<file path="src/rtl/core/fdre_pkg.sv">
// ----------------------------------------------------------------------------
// fdre_pkg
// shared types and constants of the frame delta run encoder
// ----------------------------------------------------------------------------
package fdre_pkg;

    localparam int BYTE_W      = 8;
    localparam int COUNT_W     = 8;   // pixels in one run
    localparam int LEN_W       = 9;   // encoded bytes of one run, up to 257
    localparam int CHUNK_BYTES = 8;
    localparam int SLOT_W      = 4;   // bytes held in a chunk, 0..8
    localparam int MAX_RUN_DEF = 255;
    localparam int IN_TDATA_W  = 16;
    localparam int OUT_TDATA_W = 72;

    // run kind codes
    typedef enum logic [1:0] {
        KIND_NONE    = 2'd0,
        KIND_EQUAL   = 2'd1,
        KIND_UNEQUAL = 2'd2
    } run_kind_t;

    // leading byte of an encoded run
    localparam logic [BYTE_W-1:0] CODE_EQUAL   = 8'h00;
    localparam logic [BYTE_W-1:0] CODE_UNEQUAL = 8'h01;

endpackage

</file>
<file path="src/rtl/core/frame_delta_run_encoder_unit.sv">
// ----------------------------------------------------------------------------
// frame_delta_run_encoder_unit
// run length coder of pixel differences between two frames
// ----------------------------------------------------------------------------
// Each input word carries one pixel pair and an end-of-frame mark. Pixels
// are grouped into runs of equal or unequal pairs of at most MAX_RUN pixels;
// a closed equal run is sent as 0x00 and its length, an unequal run as 0x01,
// its length and the low byte of current minus previous for every pixel.
// The encoded bytes leave in output words of up to eight bytes, never mixing
// two runs, with tlast on the last word of the run closed by the frame end.
// A pixel that leaves its run open is taken without a stall. Once a run
// closes the input stalls while a single byte placement path builds the
// output words: each encoded byte passes a fetch and a place state (the
// delta store is read one entry a cycle with registered data), each output
// word a push state, held while the output side holds off. A pixel of the
// other kind first closes the previous run, and may close its own run straight after.
// ----------------------------------------------------------------------------
module frame_delta_run_encoder_unit
    import fdre_pkg::*;
#(
    parameter int MAX_RUN = MAX_RUN_DEF
)
(
    input  logic                   clk,
    input  logic                   rst_n,
    // current_pixel [7:0], previous_pixel [15:8]
    input  logic                   s_axis_tvalid,
    output logic                   s_axis_tready,
    input  logic [IN_TDATA_W-1:0]  s_axis_tdata,
    input  logic                   s_axis_tlast,     // frame_end
    // out_byte0 [7:0] .. out_byte7 [63:56], byte_count [67:64], zero [71:68]
    output logic                   m_axis_tvalid,
    input  logic                   m_axis_tready,
    output logic [OUT_TDATA_W-1:0] m_axis_tdata,
    output logic                   m_axis_tlast      // frame_done
);

    localparam int ADDR_W = (MAX_RUN > 1) ? $clog2(MAX_RUN) : 1;
    localparam logic [COUNT_W-1:0] RUN_LIMIT = COUNT_W'(MAX_RUN);

    typedef enum logic [1:0] {
        ST_IDLE,
        ST_FETCH,
        ST_PLACE,
        ST_PUSH
    } state_t;

    state_t                         state_reg;
    run_kind_t                      run_kind_reg;
    logic [COUNT_W-1:0]             run_count_reg;
    // run being sent
    run_kind_t                      em_kind_reg;
    logic [COUNT_W-1:0]             em_cnt_reg;
    logic                           em_last_reg;
    // open run must be sent as well once the current one is out
    logic                           pend_close_reg;
    logic                           pend_end_reg;
    logic [LEN_W-1:0]               pos_reg;
    logic [SLOT_W-1:0]              slot_reg;
    logic [BYTE_W-1:0]              chunk_reg [CHUNK_BYTES];
    logic                           out_valid_reg;
    logic [CHUNK_BYTES*BYTE_W-1:0]  out_bytes_reg;
    logic [SLOT_W-1:0]              out_count_reg;
    logic                           out_last_reg;

    logic [BYTE_W-1:0]              cur_pixel;
    logic [BYTE_W-1:0]              prev_pixel;
    run_kind_t                      new_kind;
    logic                           accept;
    logic                           change;
    logic [COUNT_W-1:0]             base;
    logic [COUNT_W-1:0]             cnt1;
    logic                           close_now;
    logic [LEN_W-1:0]               total;
    logic [LEN_W-1:0]               pos_inc;
    logic [LEN_W-1:0]               rd_idx;
    logic                           done;
    logic                           push_ok;
    logic                           push_fire;
    logic [BYTE_W-1:0]              byte_sel;
    logic [BYTE_W-1:0]              rd_data;
    logic [CHUNK_BYTES*BYTE_W-1:0]  chunk_flat;

    assign cur_pixel  = s_axis_tdata[BYTE_W-1:0];
    assign prev_pixel = s_axis_tdata[2*BYTE_W-1:BYTE_W];
    assign new_kind   = (cur_pixel == prev_pixel) ? KIND_EQUAL : KIND_UNEQUAL;

    assign s_axis_tready = (state_reg == ST_IDLE);
    assign accept        = s_axis_tvalid && s_axis_tready;

    // a pixel of the other kind starts afresh at count zero
    assign change    = (run_kind_reg != KIND_NONE) && (run_kind_reg != new_kind);
    assign base      = (run_kind_reg == new_kind) ? run_count_reg : '0;
    assign cnt1      = base + COUNT_W'(1);
    assign close_now = s_axis_tlast || (cnt1 >= RUN_LIMIT);

    // encoded length of the run being sent
    assign total   = (em_kind_reg == KIND_UNEQUAL) ? (LEN_W'(2) + LEN_W'(em_cnt_reg))
                                                   : LEN_W'(2);
    assign pos_inc = pos_reg + LEN_W'(1);
    assign rd_idx  = pos_reg - LEN_W'(2);
    assign done    = (pos_reg == total);
    assign push_ok = !out_valid_reg || m_axis_tready;

    // a new word enters the output register this cycle
    assign push_fire = (state_reg == ST_PUSH) && push_ok;

    // header bytes first, then deltas
    always_comb
    begin
        if (pos_reg == LEN_W'(0))
        begin
            byte_sel = (em_kind_reg == KIND_EQUAL) ? CODE_EQUAL : CODE_UNEQUAL;
        end
        else if (pos_reg == LEN_W'(1))
        begin
            byte_sel = em_cnt_reg;
        end
        else
        begin
            byte_sel = rd_data;
        end
    end

    always_comb
    begin
        for (int i = 0; i < CHUNK_BYTES; i++)
        begin
            chunk_flat[i*BYTE_W +: BYTE_W] = chunk_reg[i];
        end
    end

    fdre_delta_ram #(
        .DEPTH  (MAX_RUN),
        .ADDR_W (ADDR_W)
    ) u_delta_ram (
        .clk     (clk),
        .wr_en   (accept && (new_kind == KIND_UNEQUAL)),
        .wr_addr (base[ADDR_W-1:0]),
        .wr_data (cur_pixel - prev_pixel),
        .rd_en   (state_reg == ST_FETCH),
        .rd_addr (rd_idx[ADDR_W-1:0]),
        .rd_data (rd_data)
    );

    always_ff @(posedge clk or negedge rst_n)
    begin
        if (!rst_n)
        begin
            state_reg      <= ST_IDLE;
            run_kind_reg   <= KIND_NONE;
            run_count_reg  <= '0;
            em_kind_reg    <= KIND_NONE;
            em_cnt_reg     <= '0;
            em_last_reg    <= 1'b0;
            pend_close_reg <= 1'b0;
            pend_end_reg   <= 1'b0;
            pos_reg        <= '0;
            slot_reg       <= '0;
            for (int i = 0; i < CHUNK_BYTES; i++)
            begin
                chunk_reg[i] <= '0;
            end
            out_valid_reg  <= 1'b0;
            out_bytes_reg  <= '0;
            out_count_reg  <= '0;
            out_last_reg   <= 1'b0;
        end
        else
        begin
            if (out_valid_reg && m_axis_tready && !push_fire)
            begin
                out_valid_reg <= 1'b0;
            end

            unique case (state_reg)
                ST_IDLE:
                begin
                    if (accept)
                    begin
                        pos_reg  <= '0;
                        slot_reg <= '0;
                        for (int i = 0; i < CHUNK_BYTES; i++)
                        begin
                            chunk_reg[i] <= '0;
                        end
                        if (change)
                        begin
                            // send the old run, keep the new one open
                            em_kind_reg    <= run_kind_reg;
                            em_cnt_reg     <= run_count_reg;
                            em_last_reg    <= 1'b0;
                            run_kind_reg   <= new_kind;
                            run_count_reg  <= cnt1;
                            pend_close_reg <= close_now;
                            pend_end_reg   <= s_axis_tlast;
                            state_reg      <= ST_FETCH;
                        end
                        else if (close_now)
                        begin
                            em_kind_reg    <= new_kind;
                            em_cnt_reg     <= cnt1;
                            em_last_reg    <= s_axis_tlast;
                            run_kind_reg   <= KIND_NONE;
                            run_count_reg  <= '0;
                            pend_close_reg <= 1'b0;
                            state_reg      <= ST_FETCH;
                        end
                        else
                        begin
                            run_kind_reg  <= new_kind;
                            run_count_reg <= cnt1;
                        end
                    end
                end

                ST_FETCH:
                begin
                    // delta read issued here, data ready next cycle
                    state_reg <= ST_PLACE;
                end

                ST_PLACE:
                begin
                    chunk_reg[slot_reg[SLOT_W-2:0]] <= byte_sel;
                    slot_reg <= slot_reg + SLOT_W'(1);
                    pos_reg  <= pos_inc;
                    if ((pos_inc == total) || (slot_reg == SLOT_W'(CHUNK_BYTES - 1)))
                    begin
                        state_reg <= ST_PUSH;
                    end
                    else
                    begin
                        state_reg <= ST_FETCH;
                    end
                end

                ST_PUSH:
                begin
                    if (push_ok)
                    begin
                        out_valid_reg <= 1'b1;
                        out_bytes_reg <= chunk_flat;
                        out_count_reg <= slot_reg;
                        out_last_reg  <= em_last_reg && done;
                        slot_reg      <= '0;
                        for (int i = 0; i < CHUNK_BYTES; i++)
                        begin
                            chunk_reg[i] <= '0;
                        end
                        if (!done)
                        begin
                            state_reg <= ST_FETCH;
                        end
                        else if (pend_close_reg)
                        begin
                            // run opened by the kind change closes too
                            em_kind_reg    <= run_kind_reg;
                            em_cnt_reg     <= run_count_reg;
                            em_last_reg    <= pend_end_reg;
                            run_kind_reg   <= KIND_NONE;
                            run_count_reg  <= '0;
                            pend_close_reg <= 1'b0;
                            pos_reg        <= '0;
                            state_reg      <= ST_FETCH;
                        end
                        else
                        begin
                            state_reg <= ST_IDLE;
                        end
                    end
                end

                default:
                begin
                    state_reg <= ST_IDLE;
                end
            endcase
        end
    end

    assign m_axis_tvalid = out_valid_reg;
    assign m_axis_tdata  = {4'b0000, out_count_reg, out_bytes_reg};
    assign m_axis_tlast  = out_last_reg;

endmodule

</file>
<file path="src/rtl/core/fdre_delta_ram.sv">
// ----------------------------------------------------------------------------
// fdre_delta_ram
// delta store of the open run, one write and one registered read per cycle
// ----------------------------------------------------------------------------
module fdre_delta_ram
    import fdre_pkg::*;
#(
    parameter int DEPTH  = MAX_RUN_DEF,
    parameter int ADDR_W = 8
)
(
    input  logic              clk,
    input  logic              wr_en,
    input  logic [ADDR_W-1:0] wr_addr,
    input  logic [BYTE_W-1:0] wr_data,
    input  logic              rd_en,
    input  logic [ADDR_W-1:0] rd_addr,
    output logic [BYTE_W-1:0] rd_data
);

    logic [BYTE_W-1:0] mem [DEPTH];
    logic [BYTE_W-1:0] rd_data_reg;

    always_ff @(posedge clk)
    begin
        if (wr_en)
        begin
            mem[wr_addr] <= wr_data;
        end
    end

    always_ff @(posedge clk)
    begin
        if (rd_en)
        begin
            rd_data_reg <= mem[rd_addr];
        end
    end

    assign rd_data = rd_data_reg;

endmodule

</file>
<file path="config.mk">
export PLATFORM = sky130hd
export DESIGN_NAME = frame_delta_run_encoder_unit
export DESIGN_NICKNAME = d
export VERILOG_FILES = /design/src/rtl/core/fdre_pkg.sv /design/src/rtl/core/frame_delta_run_encoder_unit.sv /design/src/rtl/core/fdre_delta_ram.sv
export SDC_FILE = /design/constraint.sdc
export NUM_CORES = 2
export LEC_CHECK = 0
export ABC_AREA = 1
export BUFFER_PORTS_ARGS = -buffer_cell sky130_fd_sc_hd__buf_2
export CAP_MARGIN = 20
export CORE_ASPECT_RATIO = 0.6
export CORE_UTILIZATION = 40
export CTS_CLUSTER_DIAMETER = 50
export CTS_CLUSTER_SIZE = 30
export DETAILED_ROUTE_END_ITERATION = 10
export PLACE_DENSITY = 0.54
export SLEW_MARGIN = 0
export SYNTH_ARGS = -nofsm -noshare
export SYNTH_HDL_FRONTEND = slang
export SYNTH_HIERARCHICAL = 1
export SYNTH_SLANG_ARGS = --single-unit
</file>
<file path="constraint.sdc">
create_clock -name clk -period 2.5 [get_ports clk]
set_clock_uncertainty 0.1 [all_clocks]
set_input_delay 0.25 -clock clk [delete_from_list [all_inputs] [get_ports clk]]
set_output_delay 0.25 -clock clk [all_outputs]
set_load 0.01 [all_outputs]
</file>
== Word level (Yosys, flattened, before mapping) ==
Memories as Yosys holds them, arrays and structs flattened. A register that Yosys moved wholly into a read port is not among the register bits.
Cells that the tools add are included.

* Flip-flop bits (word level): 172
* Latch bits: 0
* Memory bits (writable): 2,040
* Bits in read-only memories: 0
* Output and inout port bits: 75
* Memories: 1

{| class="wikitable"
|+ Memory list
! memory !! words !! bits a word !! rd ports !! clocked after Yosys merged registers in !! wr ports !! line !! text
|-
| u_delta_ram.mem || 255 || 8 || 1 || 1 || 1 || fdre_delta_ram.sv:21 || <nowiki>logic [BYTE_W-1:0] mem [DEPTH];</nowiki>
|}

* $add $sub $neg: 6
* Multiply operators: 0
* Divide/modulo/power cells: 0
* Magnitude comparators: 3
* Eq/ne operators: 18
* Shift operators: 0
* Mux-type cells: 74
* Bitwise logic cells: 1
* Reduce and logical (&&, ||, !) cells: 26

{| class="wikitable"
|+ Operators with widths
! operator !! number
|-
| $pmux W64 S3 || 1
|-
| $mux W64 || 2
|-
| $mux W8 || 16
|-
| $bwmux W64 || 1
|-
| $mux W9 || 5
|-
| $mux W2 || 18
|-
| $pmux W8 S2 || 2
|-
| $pmux W9 S3 || 1
|-
| $demux W8 S3 || 1
|-
| $mux W1 || 19
|-
| $eq A9 B9 Y1 || 2
|-
| $reduce_and A5 Y1 || 3
|-
| $pmux W4 S3 || 1
|-
| $add A2 B8 Y9 const A || 1
|-
| $add A9 B1 Y9 const B || 1
|-
| $eq A9 B1 Y1 const B || 1
|-
| $logic_not A9 Y1 || 1
|-
| $reduce_and A3 Y1 || 3
|-
| $add A8 B1 Y8 const B || 1
|-
| $eq A2 B2 Y1 const B || 4
|-
| $eq A8 B8 Y1 || 1
|-
| $ge A8 B8 Y1 const B || 1
|-
| $logic_and A1 B1 Y1 || 8
|-
| $mux W4 || 2
|-
| 23 further kinds || 32
|}

== Longest topological paths before layout ==
* Depth after elaboration: 11
* Depth in mapped cells: 23
* Depth with buffers taken out: 21

== Hierarchy ==
The synthesis kept the hierarchy.

{| class="wikitable"
|+ By module, submodules not included
! module !! instances !! cells each !! area each (um^2) !! seq. area each (um^2)
|-
| fdre_delta_ram || 1 || 6,994 || 83,136.0 || 61,499.0
|-
| frame_delta_run_encoder_unit || 1 || 940 || 8,176.6 || 4,304.1
|}

== Worst setup path before layout ==
No wires, ideal clock.

* Path kind: input to register
* Start: input s_axis_tdata[0]
* End: memory u_delta_ram.mem[0][6], data pin
* Setup time: 1.641 ns
* Arrival: 8.556 ns
* Data required time: 0.759 ns
* Path slack: -7.797 ns
* Cell stages on the path: 8
* Buffers on the path: 0
* Path through: inv_1 > ha_1 > fa_1 > o21ai_0 > a21oi_1 > nor2_1 > nor2_1 > xnor2_1

* Longest elaborated chain between the ends: 1

{| class="wikitable"
|+ Ends and longest elaborated chain
! what !! line !! text
|-
| from (decl) || frame_delta_run_encoder_unit.sv:29 || <nowiki>input logic [IN_TDATA_W-1:0] s_axis_tdata,</nowiki>
|-
| $sub A8 B8 Y8 || frame_delta_run_encoder_unit.sv:140 || <nowiki>.wr_data (cur_pixel - prev_pixel),</nowiki>
|-
| to (decl) || fdre_delta_ram.sv:21 ||
|}

Every way passes these cells.

== Worst setup path in the final report ==
* Start: register pos_reg[0]
* End: register u_delta_ram.rd_data_reg[3] (netlist: u_delta_ram/rd_data[3]), read port of u_delta_ram.mem, data pin

* Longest elaborated chain between the ends: 1

{| class="wikitable"
|+ Ends and longest elaborated chain
! what !! line !! text
|-
| from (decl) || frame_delta_run_encoder_unit.sv:58 || <nowiki>logic [LEN_W-1:0] pos_reg;</nowiki>
|-
| from (signal assigned) || frame_delta_run_encoder_unit.sv:227 || <nowiki>pos_reg <= pos_inc;</nowiki>
|-
| $sub A8 B2 Y8 || frame_delta_run_encoder_unit.sv:101 || <nowiki>assign rd_idx = pos_reg - LEN_W'(2);</nowiki>
|-
| to (decl) || fdre_delta_ram.sv:22 || <nowiki>logic [BYTE_W-1:0] rd_data_reg;</nowiki>
|}

Every way passes these cells.
A chain may end at the register's enable or synchronous reset.

==> metrics.md <==
| Metric | Value |
|---|---|
| Outcome | `complete, but fails checks` |
| Failing checks | `negative setup slack` |
| Post-Synthesis Cells | `7934` |
| Total track usage | `around 25%` |
| CTS sink cnt | `around 2200` |
| Int Pwr | `between 70 and 80 mW` |
| WL/cell | `between 20 and 30 µm` |
| Worst Path Required | `2.95 ns` |
| Synth cell types | `43` |
| Clk_lat worst skew | `about 0.86 ns` |
| PwrDens | `1230 nW/µm²` |
| Slew margin rel. | `54.6%` |
| Die Area | `~230000 µm²` |
| Die Ht | `372 µm` |
| Worst path cell trace | `buf_16 -> clkinv_16 -> clkbuf_16 -> nand2_1 -> nand3_1 -> nand3_1 -> nand3_1 -> nand3_1 -> nand3_4 -> nand3_2 -> nand2_2 -> nand2_1 -> nand2_1` |
| VDD IR-drop max | `0.750 mV` |
| Ports | `between 90 and 100` |
| Syn Area/Cell | `11.5 µm²` |
| Layout cells sized above 1 | `roughly 20%` |
| Initial antenna violation count | `9` |
| Endpoint class of the critical path | `flip-flop` |
| Lkg Pwr | `41.4 nW` |
| Row cnt | `approximately 140` |
| CTS tree | `yes` |
| Synth async-reset ratio | `under 10%` |
| Setup violations, final | `2041` |
| Nets | `8646` |
| First-pass DRT Iterations | `6` |
| Vias per inst | `between 5 and 6` |
| Synthesis-to-layout area growth | `23.2%` |
| Final setup margin | `-0.307 ns` |
| Grt met3 use | `roughly 5.9%` |
| CP Launch Type | `flip-flop` |
| 1st-iter DRT viols | `about 9900` |
| Number of buffers created by CTS | `between 100 and 150` |
| Final core utilization | `between 40% and 50%` |
| Critical Path Most Common Cell | `nand3_1` |
| Hold WC Path Type | `primary input to flip-flop` |
| F_max | `about 360 MHz` |
| Most used DFF post-synth | `edfxtp_1` |
| Layer with the highest usage | `met1` |
| TNS Setup | `-240.34 ns` |
| Max FFs per register | `a little over 2000` |
| Combinational power share | `between 40% and 50%` |
| RD Place Congestion | `about 0.95` |
| Crit-path max cell delay | `~0.52 ns` |
| Clk pwr share | `19.5%` |
| Clk buf depth | `4` |
| Fin cells | `11700` |
| Die Width | `between 600 and 700 µm` |
| Sequential Power Share | `31.7%` |
| Post-synthesis cell area | `between 90000 and 100000 µm²` |
| Grt met2 use | `between 30% and 40%` |
| Fin crit period | `approximately 2.8 ns` |
| Core area | `approximately 230000 µm²` |
| Sequential cell area fraction in the yosys report | `72.1%` |
| Most common cell after layout, fill and taps aside | `nand2_1` |
| Tightest Pin Transition | `0.681 ns` |
| IO Port Bufs | `91` |
| Tcrit/Tclk final | `112%` |
| Clock transition at path regs | `~0.090 ns` |
| Vias in the first global route | `around 60000` |
| First-pass GRT wire length | `between 400 and 500 mm` |
| CP Class | `flip-flop to flip-flop` |
| Slew Limit Fails | `0` |
| Warnings from Yosys | `6` |
| Switching Fraction | `between 40% and 50%` |
| Crit path DAT | `approximately 3.3 ns` |
| Final Hold Vio Count | `0` |
| H-Tree Depth | `4` |
| CTS Root Cell | `clkbuf_16` |
| Slowest cell on the critical path | `dfrtp_4` |
| Final wirelength | `301 mm` |
| # DRC | `0` |
| Total grt overflow | `0` |
| P_sw | `59.9 mW` |
| Initial Utilization | `around two fifths` |
| DP Cell Count | `11400` |
| Detailed-placement wirelength estimate | `around 190 mm` |
| RSZ-0062 raised after global routing | `true` |
| Max cap viols | `0` |
| Most frequent cells in the layout | `2278 x nand2_1, 2048 x edfxtp_1, 1852 x nand3_1` |
| Post-synthesis sequential element count | `about 2200` |
| Worst-path fanout max | `27` |
| GR Layer Usage met1 | `between 30% and 40%` |
| Post-synth EDFFs | `2048` |
| ANT nets after route | `0` |
| Largest net degree at the start of global routing | `approximately 140` |
| Via count | `between 60000 and 70000` |
[metal layers]
layer / wire (µm) / up-vias / share of wire, %
li1: - / 29200 / -
met1: 137000 / 32600 / 46
met2: 123000 / 3547 / 41
met3: 35500 / 317 / 12
met4: 5040 / 0 / 1.7
met5: 0 / - / 0
[synth_stat cells (16+ instances only)]
library cell	number	share of area, %
nand2_1	2322	9.5
clkbuf_1	125	0.51
o22ai_1	67	0.46
inv_1	185	0.76
nor2_1	351	1.4
o21ai_0	87	0.48
edfxtp_1	2048	67
xor2_1	22	0.21
ha_1	16	0.22
buf_2	294	1.6
dfrtp_1	172	4.7
buf_4	29	0.24
nand3_1	2048	11
buf_6	17	0.21
buf_1	46	0.19
[final cells by class]
| type | instances | area (µm²) |
|---|---|---|
| tap | 3014 | 3770 |
| clock buffer | 152 | 3760 |
| antenna | 4 | 10.0 |
| multi-input combinational | 5012 | 25000 |
| sequential | 2220 | 65800 |
| fill | 19700 | 114000 |
| timing repair inverter | 3 | 51.3 |
| timing repair buffer | 1031 | 11900 |
| inverter | 193 | 871 |
| clock inverter | 103 | 1330 |
[what timing repair did]
| action | in CTS | in global routing |
|---|---|---|
| setup buffers | 15 | 24 |
| setup endpoints to repair | 2081 | 2080 |
| resized for setup | 321 | 503 |
| gates cloned | 13 | 34 |
| pin swaps | 26 | 57 |
| hold buffers | 11 | 0 |
| hold endpoints to repair | 215 | 0 |
[power by group through the flow]
stage               Clock, mW  Sequential, mW  Combinational [mW]
detailed placement          0            44.6                57.4
floorplan                   0            45.0                30.5
finish                   26.9            43.8                67.6
global placement            0            44.5                57.3
CTS                      27.2            43.8                61.7
global route             28.5            43.9                71.1
[stage by stage]
| stage | power (mW) | hold WS [ns] | instance area, µm² | setup slack, ns |
|---|---|---|---|---|
| after floorplan | 75.5 | -0.146 | 91500 | -2.03 |
| after global placement | 102 | 0.197 | 102000 | -0.902 |
| after detailed placement | 102 | 0.194 | 102000 | -0.874 |
| after CTS | 133 | 0.0791 | 109000 | -0.268 |
| after global routing | 143 | 0.108 | 112000 | -0.335 |
| final | 138 | 0.112 | 112000 | -0.307 |
[cells by family after synthesis]
family	share of synthesized area, %
and+or+nand+nor	22.6
AOI/OAI and AO/OA	1.17
xor gates and xnor gates	0.296
buffers and inverters	3.59
adders and majority gates	0.241
other	0.00411
DFF	72.1
[worst paths after layout]
path                                   start                      end  slack, ns  cells past startpoint
max reg2reg                       pos_reg[0]   u_delta_ram/rd_data[3]      -0.31                     13
min reg2reg                out_bytes_reg[13]        out_bytes_reg[13]       0.38                      2
min                          s_axis_tdata[9]  u_delta_ram/mem[166][1]       0.11                      4
max                               pos_reg[0]   u_delta_ram/rd_data[3]      -0.31                     13
min in group asynchronous              rst_n           chunk_flat[24]       0.49                      4
max in group asynchronous              rst_n               pos_reg[0]       1.46                      4
[worst max-delay path: cells and delay by family (launching register included)]
family / cells / cell delay (ns)
simple gates: 10 / 1.22
buf+inv: 3 / 0.65
flops: 1 / 0.52
No activity file was read; power rests on OpenSTA's default activity.
